===== src/hdl/esg_pkg.sv =====
// Shared types and codes of the signature generator.
package esg_pkg;
  // datapath commands
  localparam logic [3:0] CMD_NONE    = 4'd0;
  localparam logic [3:0] CMD_LOAD    = 4'd1;
  localparam logic [3:0] CMD_MM_GG   = 4'd2;  // square base
  localparam logic [3:0] CMD_MM_RG   = 4'd3;  // multiply result by base
  localparam logic [3:0] CMD_SHIFT_E = 4'd4;
  localparam logic [3:0] CMD_DIV     = 4'd5;  // start division r0/r1
  localparam logic [3:0] CMD_MM_QT   = 4'd6;
  localparam logic [3:0] CMD_EU_UPD  = 4'd7;
  localparam logic [3:0] CMD_MM_AG   = 4'd8;
  localparam logic [3:0] CMD_MM_DK   = 4'd9;
  localparam logic [3:0] CMD_PREP    = 4'd10; // take the reduced base g mod p
  localparam logic [3:0] CMD_DIFF    = 4'd11;
  localparam logic [3:0] CMD_SUB     = 4'd12; // x - a*gamma mod m

  typedef struct packed {
    logic [3:0] op;
  } esg_cmd_t;

  typedef struct packed {
    logic busy;      // multi-cycle unit working
    logic e_zero;    // exponent exhausted
    logic e_lsb;
    logic r1_zero;   // Euclid remainder zero
    logic gcd_one;
    logic p_small;   // p below two
  } esg_stat_t;
endpackage


===== src/hdl/esg_datapath.sv =====
// Datapath: registers, serial modular multiplier and serial divider.
module esg_datapath #(
  parameter int WIDTH = 32
) (
  input  logic               clk,
  input  logic               rst,
  input  esg_pkg::esg_cmd_t  cmd,
  output esg_pkg::esg_stat_t stat,
  input  logic [WIDTH-1:0]   cfg_p,
  input  logic [WIDTH-1:0]   cfg_g,
  input  logic [WIDTH-1:0]   cfg_a,
  input  logic [WIDTH-1:0]   in_k,
  input  logic [WIDTH-1:0]   in_x,
  output logic [WIDTH-1:0]   gamma,
  output logic [WIDTH-1:0]   delta
);
  import esg_pkg::*;
  localparam int CW = $clog2(WIDTH + 1);
  localparam int IW = $clog2(WIDTH);

  logic [WIDTH-1:0] p, m, e, g, r, r0, r1, t0, t1, q, xm, am, dif;
  logic [WIDTH-1:0] ma, mb, mmod, macc;
  logic [CW-1:0]    cnt;
  logic [3:0]       mop;
  logic             mbusy, dbusy;
  logic [WIDTH-1:0] drem, dquo, dnum;
  // reduction unit: a mod n by restoring division, one bit per cycle
  logic [WIDTH:0]   dtrial;
  logic [WIDTH:0]   dsh;

  // modular add of x+y mod n, x,y < n
  function automatic logic [WIDTH-1:0] addm(input logic [WIDTH-1:0] x,
      input logic [WIDTH-1:0] y, input logic [WIDTH-1:0] n);
    logic [WIDTH-1:0] gap;
    gap = n - y;
    addm = (x >= gap) ? (x - gap) : (x + y);
  endfunction

  assign dsh    = {drem, dnum[WIDTH-1]};
  assign dtrial = dsh - {1'b0, r1};

  logic [WIDTH-1:0] mstep;
  assign mstep = addm(macc, macc, mmod);

  always_ff @(posedge clk) begin
    if (rst) begin
      mbusy <= 1'b0;
      dbusy <= 1'b0;
    end else begin
      if (mbusy) begin
        macc <= mb[cnt[IW-1:0]] ? addm(mstep, ma, mmod) : mstep;
        if (cnt == '0) begin
          mbusy <= 1'b0;
          unique case (mop)
            CMD_MM_GG: g  <= mb[0] ? addm(mstep, ma, mmod) : mstep;
            CMD_MM_RG: r  <= mb[0] ? addm(mstep, ma, mmod) : mstep;
            CMD_MM_QT: q  <= mb[0] ? addm(mstep, ma, mmod) : mstep;
            CMD_MM_AG: am <= mb[0] ? addm(mstep, ma, mmod) : mstep;
            default:   delta <= mb[0] ? addm(mstep, ma, mmod) : mstep;
          endcase
        end else begin
          cnt <= cnt - 1'b1;
        end
      end else if (dbusy) begin
        dnum <= {dnum[WIDTH-2:0], 1'b0};
        if (!dtrial[WIDTH]) begin
          drem <= dtrial[WIDTH-1:0];
          dquo <= {dquo[WIDTH-2:0], 1'b1};
        end else begin
          drem <= dsh[WIDTH-1:0];
          dquo <= {dquo[WIDTH-2:0], 1'b0};
        end
        if (cnt == '0) dbusy <= 1'b0;
        else cnt <= cnt - 1'b1;
      end
      unique case (cmd.op)
        CMD_LOAD: begin
          p <= cfg_p; m <= cfg_p - 1'b1; e <= in_k;
          // start g mod p reduction via divider
          r1 <= cfg_p; dnum <= cfg_g; drem <= '0; dquo <= '0;
          dbusy <= 1'b1; cnt <= CW'(WIDTH - 1);
          r <= (cfg_p == {{(WIDTH-1){1'b0}}, 1'b1}) ? '0 : {{(WIDTH-1){1'b0}}, 1'b1};
        end
        CMD_PREP: begin
          g <= drem;
        end
        CMD_MM_GG, CMD_MM_RG, CMD_MM_QT, CMD_MM_AG, CMD_MM_DK: begin
          mbusy <= 1'b1; mop <= cmd.op; cnt <= CW'(WIDTH - 1); macc <= '0;
          unique case (cmd.op)
            CMD_MM_GG: begin ma <= g;  mb <= g;  mmod <= p; end
            CMD_MM_RG: begin ma <= r;  mb <= g;  mmod <= p; end
            // quotient reaches m only when it must wrap to zero
            CMD_MM_QT: begin ma <= (dquo >= m) ? (dquo - m) : dquo; mb <= t1; mmod <= m; end
            CMD_MM_AG: begin ma <= am; mb <= dif; mmod <= m; end
            default:   begin ma <= dif; mb <= t0; mmod <= m; end
          endcase
        end
        CMD_SHIFT_E: e <= e >> 1;
        CMD_DIV: begin
          dnum <= r0; drem <= '0; dquo <= '0; dbusy <= 1'b1; cnt <= CW'(WIDTH - 1);
        end
        CMD_EU_UPD: begin
          // q holds q*t1 mod m here
          r0 <= r1; r1 <= drem; t0 <= t1;
          t1 <= (t0 >= q) ? (t0 - q) : (t0 + (m - q));
        end
        CMD_SUB: dif <= (xm >= q) ? (xm - q) : (xm + (m - q));
        CMD_DIFF: begin
          // sequence of reductions, driven by sub-step in e
          unique case (e[1:0])
            2'd0: begin  // gamma done: set up Euclid k mod m
              gamma <= r; r1 <= m; dnum <= in_k; drem <= '0; dquo <= '0;
              dbusy <= 1'b1; cnt <= CW'(WIDTH - 1); e <= 'd1;
            end
            2'd1: begin
              r0 <= m; r1 <= drem; t0 <= '0;
              t1 <= (m == {{(WIDTH-1){1'b0}}, 1'b1}) ? '0 : {{(WIDTH-1){1'b0}}, 1'b1};
              e <= 'd2;
            end
            2'd2: begin  // x mod m
              r1 <= m; dnum <= in_x; drem <= '0; dquo <= '0;
              dbusy <= 1'b1; cnt <= CW'(WIDTH - 1); e <= 'd3; dif <= '0;
            end
            default: begin
              unique case (dif[1:0])
                2'd0: begin xm <= drem; dnum <= cfg_a; drem <= '0; dquo <= '0;
                  dbusy <= 1'b1; cnt <= CW'(WIDTH - 1); dif <= 'd1; end
                2'd1: begin am <= drem; dnum <= gamma; drem <= '0; dquo <= '0;
                  dbusy <= 1'b1; cnt <= CW'(WIDTH - 1); dif <= 'd2; end
                2'd2: begin dif <= drem; dquo <= '0; end
                default: ;
              endcase
            end
          endcase
        end
        default: ;
      endcase
      if (cmd.op == CMD_MM_AG) q <= '0;
      if (mbusy && cnt == '0 && mop == CMD_MM_AG) q <= mb[0] ? addm(mstep, ma, mmod) : mstep;
    end
  end

  assign stat.busy    = mbusy | dbusy;
  assign stat.e_zero  = (e == '0);
  assign stat.e_lsb   = e[0];
  assign stat.r1_zero = (r1 == '0);
  assign stat.gcd_one = (r0 == {{(WIDTH-1){1'b0}}, 1'b1});
  assign stat.p_small = (p < {{(WIDTH-2){1'b0}}, 2'd2});
endmodule


===== src/hdl/esg_controller.sv =====
// Sequencer that steps the datapath through exponentiation and Euclid.
module esg_controller (
  input  logic               clk,
  input  logic               rst,
  input  logic               start,
  input  esg_pkg::esg_stat_t stat,
  output esg_pkg::esg_cmd_t  cmd,
  output logic               busy,
  output logic               done,
  output logic               fail
);
  import esg_pkg::*;
  localparam logic [4:0] S_IDLE = 5'd0,  S_RED = 5'd1,  S_EXP = 5'd2,
                         S_MRG = 5'd3,  S_MGG = 5'd4,  S_KM = 5'd5,
                         S_KMW = 5'd6,  S_EU = 5'd7,  S_EUD = 5'd8,
                         S_EUM = 5'd9,  S_EUU = 5'd10, S_X = 5'd11,
                         S_XW = 5'd12, S_A = 5'd13,  S_AW = 5'd14,
                         S_G = 5'd15,  S_GW = 5'd16, S_GS = 5'd17,
                         S_AG = 5'd18, S_SUB = 5'd19, S_DK = 5'd20,
                         S_FIN = 5'd21, S_INIT = 5'd22, S_GW2 = 5'd23;
  logic [4:0] state, state_next;

  always_ff @(posedge clk) begin
    if (rst) state <= S_IDLE;
    else state <= state_next;
  end

  always_comb begin
    state_next = state;
    cmd.op = CMD_NONE;
    done = 1'b0;
    fail = 1'b0;
    unique case (state)
      S_IDLE: if (start) begin cmd.op = CMD_LOAD; state_next = S_RED; end
      S_RED: if (!stat.busy) begin
        if (stat.p_small) begin done = 1'b1; fail = 1'b1; state_next = S_IDLE; end
        else begin cmd.op = CMD_PREP; state_next = S_EXP; end
      end
      S_EXP: if (!stat.busy) begin
        if (stat.e_zero) state_next = S_INIT;
        else if (stat.e_lsb) begin cmd.op = CMD_MM_RG; state_next = S_MRG; end
        else begin cmd.op = CMD_MM_GG; state_next = S_MGG; end
      end
      S_MRG: if (!stat.busy) begin cmd.op = CMD_MM_GG; state_next = S_MGG; end
      S_MGG: if (!stat.busy) begin cmd.op = CMD_SHIFT_E; state_next = S_EXP; end
      S_INIT: begin cmd.op = CMD_DIFF; state_next = S_KM; end      // e<-1, k mod m
      S_KM: if (!stat.busy) begin cmd.op = CMD_DIFF; state_next = S_EU; end
      S_EU: if (!stat.busy) begin
        if (stat.r1_zero) state_next = S_X;
        else begin cmd.op = CMD_DIV; state_next = S_EUD; end
      end
      S_EUD: if (!stat.busy) begin cmd.op = CMD_MM_QT; state_next = S_EUM; end
      S_EUM: if (!stat.busy) begin cmd.op = CMD_EU_UPD; state_next = S_EU; end
      S_X: begin
        if (!stat.gcd_one) begin done = 1'b1; fail = 1'b1; state_next = S_IDLE; end
        else begin cmd.op = CMD_DIFF; state_next = S_XW; end
      end
      S_XW: if (!stat.busy) begin cmd.op = CMD_DIFF; state_next = S_AW; end
      S_AW: if (!stat.busy) begin cmd.op = CMD_DIFF; state_next = S_GW; end
      S_GW: if (!stat.busy) begin cmd.op = CMD_DIFF; state_next = S_AG; end
      S_AG: begin cmd.op = CMD_MM_AG; state_next = S_SUB; end
      S_SUB: if (!stat.busy) begin cmd.op = CMD_SUB; state_next = S_DK; end
      S_DK: begin cmd.op = CMD_MM_DK; state_next = S_FIN; end
      S_FIN: if (!stat.busy) begin done = 1'b1; state_next = S_IDLE; end
      default: state_next = S_IDLE;
    endcase
  end
  assign busy = (state != S_IDLE);
endmodule


===== src/hdl/elgamal_signature_generator_unit.sv =====
// Top level of the ElGamal signature generator.
//  channel | dir | payload
//  s_axis  | in  | tdata {message, nonce}
//  m_axis  | out | tdata {delta, gamma}, tuser status
//  apb     | cfg | p @0, alpha @4, a @8
// One word at a time. Exponent: a square per nonce bit and a multiply per set
// bit. Euclid: a division and a product per round; five reductions and two
// products come on top. Reset restores p=5, alpha=2, a=1. The output register
// holds the result under stall; a new word is taken once the result has left.
module elgamal_signature_generator_unit #(
  parameter int WIDTH = 32
) (
  input  logic             clk,
  input  logic             rst,
  input  logic             s_axis_tvalid,
  output logic             s_axis_tready,
  input  logic [63:0]      s_axis_tdata,   // nonce, message
  output logic             m_axis_tvalid,
  input  logic             m_axis_tready,
  output logic [63:0]      m_axis_tdata,   // gamma, delta
  output logic             m_axis_tuser,   // status
  input  logic             psel,
  input  logic             penable,
  input  logic             pwrite,
  input  logic [3:0]       paddr,
  input  logic [31:0]      pwdata,
  output logic [31:0]      prdata,
  output logic             pready
);
  import esg_pkg::*;
  localparam logic [3:0] ADDR_P = 4'h0, ADDR_G = 4'h4, ADDR_A = 4'h8;

  logic [WIDTH-1:0] reg_p, reg_g, reg_a, k, x, k_in, gamma, delta;
  esg_cmd_t  cmd;
  esg_stat_t stat;
  logic start, busy, done, fail;

  assign pready = 1'b1;
  // hold registers, masked to the datapath width
  always_ff @(posedge clk) begin
    if (rst) begin
      reg_p <= WIDTH'(5); reg_g <= WIDTH'(2); reg_a <= WIDTH'(1);
    end else if (psel && penable && pwrite) begin
      unique case (paddr)
        ADDR_P:  reg_p <= WIDTH'(pwdata);
        ADDR_G:  reg_g <= WIDTH'(pwdata);
        ADDR_A:  reg_a <= WIDTH'(pwdata);
        default: ;
      endcase
    end
  end
  always_comb begin
    unique case (paddr)
      ADDR_P:  prdata = 32'(reg_p);
      ADDR_G:  prdata = 32'(reg_g);
      ADDR_A:  prdata = 32'(reg_a);
      default: prdata = '0;
    endcase
  end

  assign s_axis_tready = !busy && !m_axis_tvalid;
  assign start = s_axis_tvalid && s_axis_tready;
  always_ff @(posedge clk) begin
    if (start) begin
      k <= WIDTH'(s_axis_tdata[31:0]);
      x <= WIDTH'(s_axis_tdata[63:32]);
    end
  end
  // the load command reads the nonce straight off the bus at the accepting edge
  assign k_in = start ? WIDTH'(s_axis_tdata[31:0]) : k;

  esg_controller u_ctrl (.clk, .rst, .start, .stat, .cmd, .busy, .done, .fail);
  esg_datapath #(.WIDTH(WIDTH)) u_dp (.clk, .rst, .cmd, .stat, .cfg_p(reg_p),
    .cfg_g(reg_g), .cfg_a(reg_a), .in_k(k_in), .in_x(x), .gamma, .delta);

  // drop the delta on failure; gamma is zero when p is degenerate
  always_ff @(posedge clk) begin
    if (rst) m_axis_tvalid <= 1'b0;
    else if (done) m_axis_tvalid <= 1'b1;
    else if (m_axis_tready) m_axis_tvalid <= 1'b0;
    if (done) begin
      m_axis_tuser <= fail && !(stat.p_small == 1'b0 && stat.gcd_one);
      m_axis_tdata[31:0]  <= stat.p_small ? 32'd0 : 32'(gamma);
      m_axis_tdata[63:32] <= fail ? 32'd0 : 32'(delta);
    end
  end
endmodule


===== config.mk =====
export PLATFORM = sky130hd
export DESIGN_NAME = elgamal_signature_generator_unit
export DESIGN_NICKNAME = d
export VERILOG_FILES = /design/src/hdl/esg_pkg.sv /design/src/hdl/esg_datapath.sv /design/src/hdl/esg_controller.sv /design/src/hdl/elgamal_signature_generator_unit.sv
export SDC_FILE = /design/constraint.sdc
export NUM_CORES = 2
export LEC_CHECK = 0
export ABC_AREA = 1
export BUFFER_PORTS_ARGS = -buffer_cell sky130_fd_sc_hd__buf_2
export CAP_MARGIN = 25
export CORE_AREA = 2 2 364 366
export DETAILED_ROUTE_END_ITERATION = 7
export DIE_AREA = 0 0 366 368
export GPL_TIMING_DRIVEN = 0
export PLACE_DENSITY = 0.65
export SETUP_SLACK_MARGIN = 0.3
export SYNTH_ARGS = -nofsm -noshare
export SYNTH_HDL_FRONTEND = slang
export SYNTH_HIERARCHICAL = 1
export SYNTH_SLANG_ARGS = --single-unit

===== constraint.sdc =====
create_clock -name clk -period 12.9 [get_ports clk]
set_clock_uncertainty 0.2 [all_clocks]
set_input_delay 0.645 -clock clk [delete_from_list [all_inputs] [get_ports clk]]
set_output_delay 0.645 -clock clk [all_outputs]
set_load 0.05 [all_outputs]

==> reports/results.tsv <==
metric	value	unit
status	complete, but fails checks	
failing checks	DRC	
GPL Wtd Cong	1.11	
Die Area	135000	um^2
Simple-Gate Fraction of Synth Area	0.230	
Synth area leaders	edfxtp_1 (37%), nand2_1 (11%), ha_1 (7.3%)	
Placed Cells	10206	
Area Growth Syn to Fin	13.0	%
commonest cells in the netlist	nand2_1 (1,875), inv_1 (1,025), edfxtp_1 (811)	
total gr overflow	0	
register area share after synthesis	0.416	
pre-CTS setup slack	2.31	ns
Yosys reg bits	947	
Max clock buf depth	3	
CTS tree	built	
number of global-route vias before repair	58736	
Worst Path Required	13.10	ns
DRT Pass-1 Iters	8	
Die Height	368	um
Synth Instances	8209	
Max stage delay on crit path	0.59	ns
Worst Min Path Start	pwdata[18]	
fin cells	10481	
Worst Setup Start Kind	register	
max_cap viols	0	
routed via count	64865	
share of the clock period used by the worst path	0.845	
WP data arrival	11.10	ns
fillcell total	12334	
Synth Area in Adders	0.0758	
hold depth	5	
CP max-delay cell	nand2_1	
TritonCTS buffer count	104	
ys flop type	edfxtp_1	
wire per inst	28.8	um
Period minus WS final	10.90	ns
reg2reg end	u_dp/q[31]	
H-tree lvl count	3	
max reg flops	64	
post-synthesis compound-gate area fraction	0.153	
Num Clock Sinks	947	
Syn Nets	8704	
Worst setup EP type	register	
reg2reg start	u_dp/mmod[0]	
Final ANT Viol Nets	0	
Clock transition at path regs	0.07	ns
Initial Util	0.497	
DRC viols	13	
final setup violation count	0	
Die W	366	um
Core Area	131000	um^2
first-pass GRT wire length	417000	um
Slew @ Worst Pin	1.23	ns
r2r setup slk	2.00	ns
Synth Warn #	6	
Setup CP Type	register to register	
Mapped Area	65100	um^2
Post-Syn Area per Cell	7.92	um^2
PostCTS Resize Cnt	0	
worst r2r path cells	42	
mux contribution to synthesized area	0.000769	
Crit path top cell by count	o21ai_0	
unrepaired setup endpoints after global routing	no	
Final Hold Vio Count	0	
DRT iter0 DRCs	9824	
fraction of layout cells with a size suffix above 1	0.0780	
WL final	301000	um
initial antenna violation count	19	
worst skew pair latency	0.80	ns
total setup buffers inserted after CTS	0	
Post-synth EDFFs	811	
share of the synthesized area in the top cell type	0.374	
CTS Hold Bufs	63	
most frequent cell after synthesis	nand2_1	
largest family of logic cells by synthesized area	simple AND/OR/NAND/NOR gates	
Buffers on Ports	205	
Hold Path End	reg_g[18]	
nets	9118	
largest net degree at the start of global routing	76	
Hold Path Class	input port to register	
Biggest register	m_axis_tdata	
# IOs	207	
Vias/cell	6.19	
fmax	0.0917	GHz
Final Core Density	0.562	
area leader, netlist	edfxtp_1	
num rows	133	
gr usage total	0.433	
Slew HR	0.176	
worst setup margin	2.00	ns
Post-Synth XOR/XNOR Area	0.0431	
Cell variety after synth	76	
pins over their slew limit	0	
Post-synth ARST share	0	
crit-path max FO	10	
TNS Setup	0	ns
Root Buffer	clkbuf_16	
detailed placement HPWL	245000	um
-- per-layer routing --
metal,up-vias,global-route usage,part of all wire
met5,-,0,0.00052
met4,24,0.265,0.074
met2,4415,0.628,0.41
met1,30764,0.578,0.39
li1,28811,-,-
met3,851,0.112,0.13
-- critical path, delay by kind of cell, from the launching register on --
family                     cells  cell delay [ns]
AOI/OAI and AO/OA             15             3.91
and+or+nand+nor               13             2.53
buffers and inverters          9             1.90
adders and majority gates      4             1.36
DFF                            1             0.44
xor gates and xnor gates       1             0.16
-- cell type report --
cell class	count	area (um^2)	share of cell area
Timing Repair Buffer	308	2250	0.0306
Tap cell	1755	2200	0.0299
Sequential cell	947	27100	0.368
Clock inverter	78	1130	0.0154
Inverter	1045	3930	0.0535
Multi-Input combinational cell	5916	32800	0.447
Clock buffer	119	2720	0.0370
Buffer	301	1330	0.0181
Antenna cell	12	30.0	0.000409
-- worst max-delay path by stage --
stage	start	endpoint	slack, ns	cells after the start
finish	u_dp/mmod[0]	u_dp/q[31]	2.00	42
global route	u_dp/mmod[0]	u_dp/q[31]	1.67	42
CTS	u_dp/mmod[0]	u_dp/q[31]	2.17	42
detailed placement	u_dp/mmod[0]	u_dp/delta[31]	2.31	42
global placement	u_dp/r1[31]	u_dp/t0[29]	-4.42	13
floorplan	u_ctrl/state[4]	u_dp/r0[0]	1.0	18
-- through the flow --
stage / hold slack (ns) / instance area [um^2]
floorplan: 0.222 / 65100
global placement: 0.239 / 68300
detailed placement: 0.241 / 69000
CTS: 0.00374 / 73400
global route: 0.0392 / 73500
finish: 0.0341 / 73500
-- cells in the final DEF, fill, tap and decap left out, types with 69 or more instances in the layout --
| cell type | n |
|---|---|
| o21ai_0 | 448 |
| dfxtp_1 | 136 |
| xnor2_1 | 114 |
| buf_2 | 242 |
| clkbuf_1 | 235 |
| o22ai_1 | 69 |
| nor2_1 | 764 |
| a21oi_1 | 671 |
| a22o_1 | 75 |
| nand3_1 | 447 |
| xor2_1 | 206 |
| nand4_1 | 114 |
| clkbuf_16 | 107 |
| inv_1 | 1024 |
| ha_1 | 378 |
| nand2_1 | 1874 |
| edfxtp_1 | 811 |
-- logic make-up (layout without fill, tap and decap cells) --
group                    Yosys count  in the layout
flip-flops                       947            947
AND/OR/NAND/NOR                 3500           3500
other                              1             13
XOR/XNOR                         320            320
AO/OA/AOI/OAI                   1702           1702
adder cells (fa/ha/maj)          388            388
multiplexers                       5              5
buffers and inverters           1346           1851
Power is left out: the tool's default activity adds up to more than one toggle a clock period on the data nets, which glitch-free logic cannot reach.
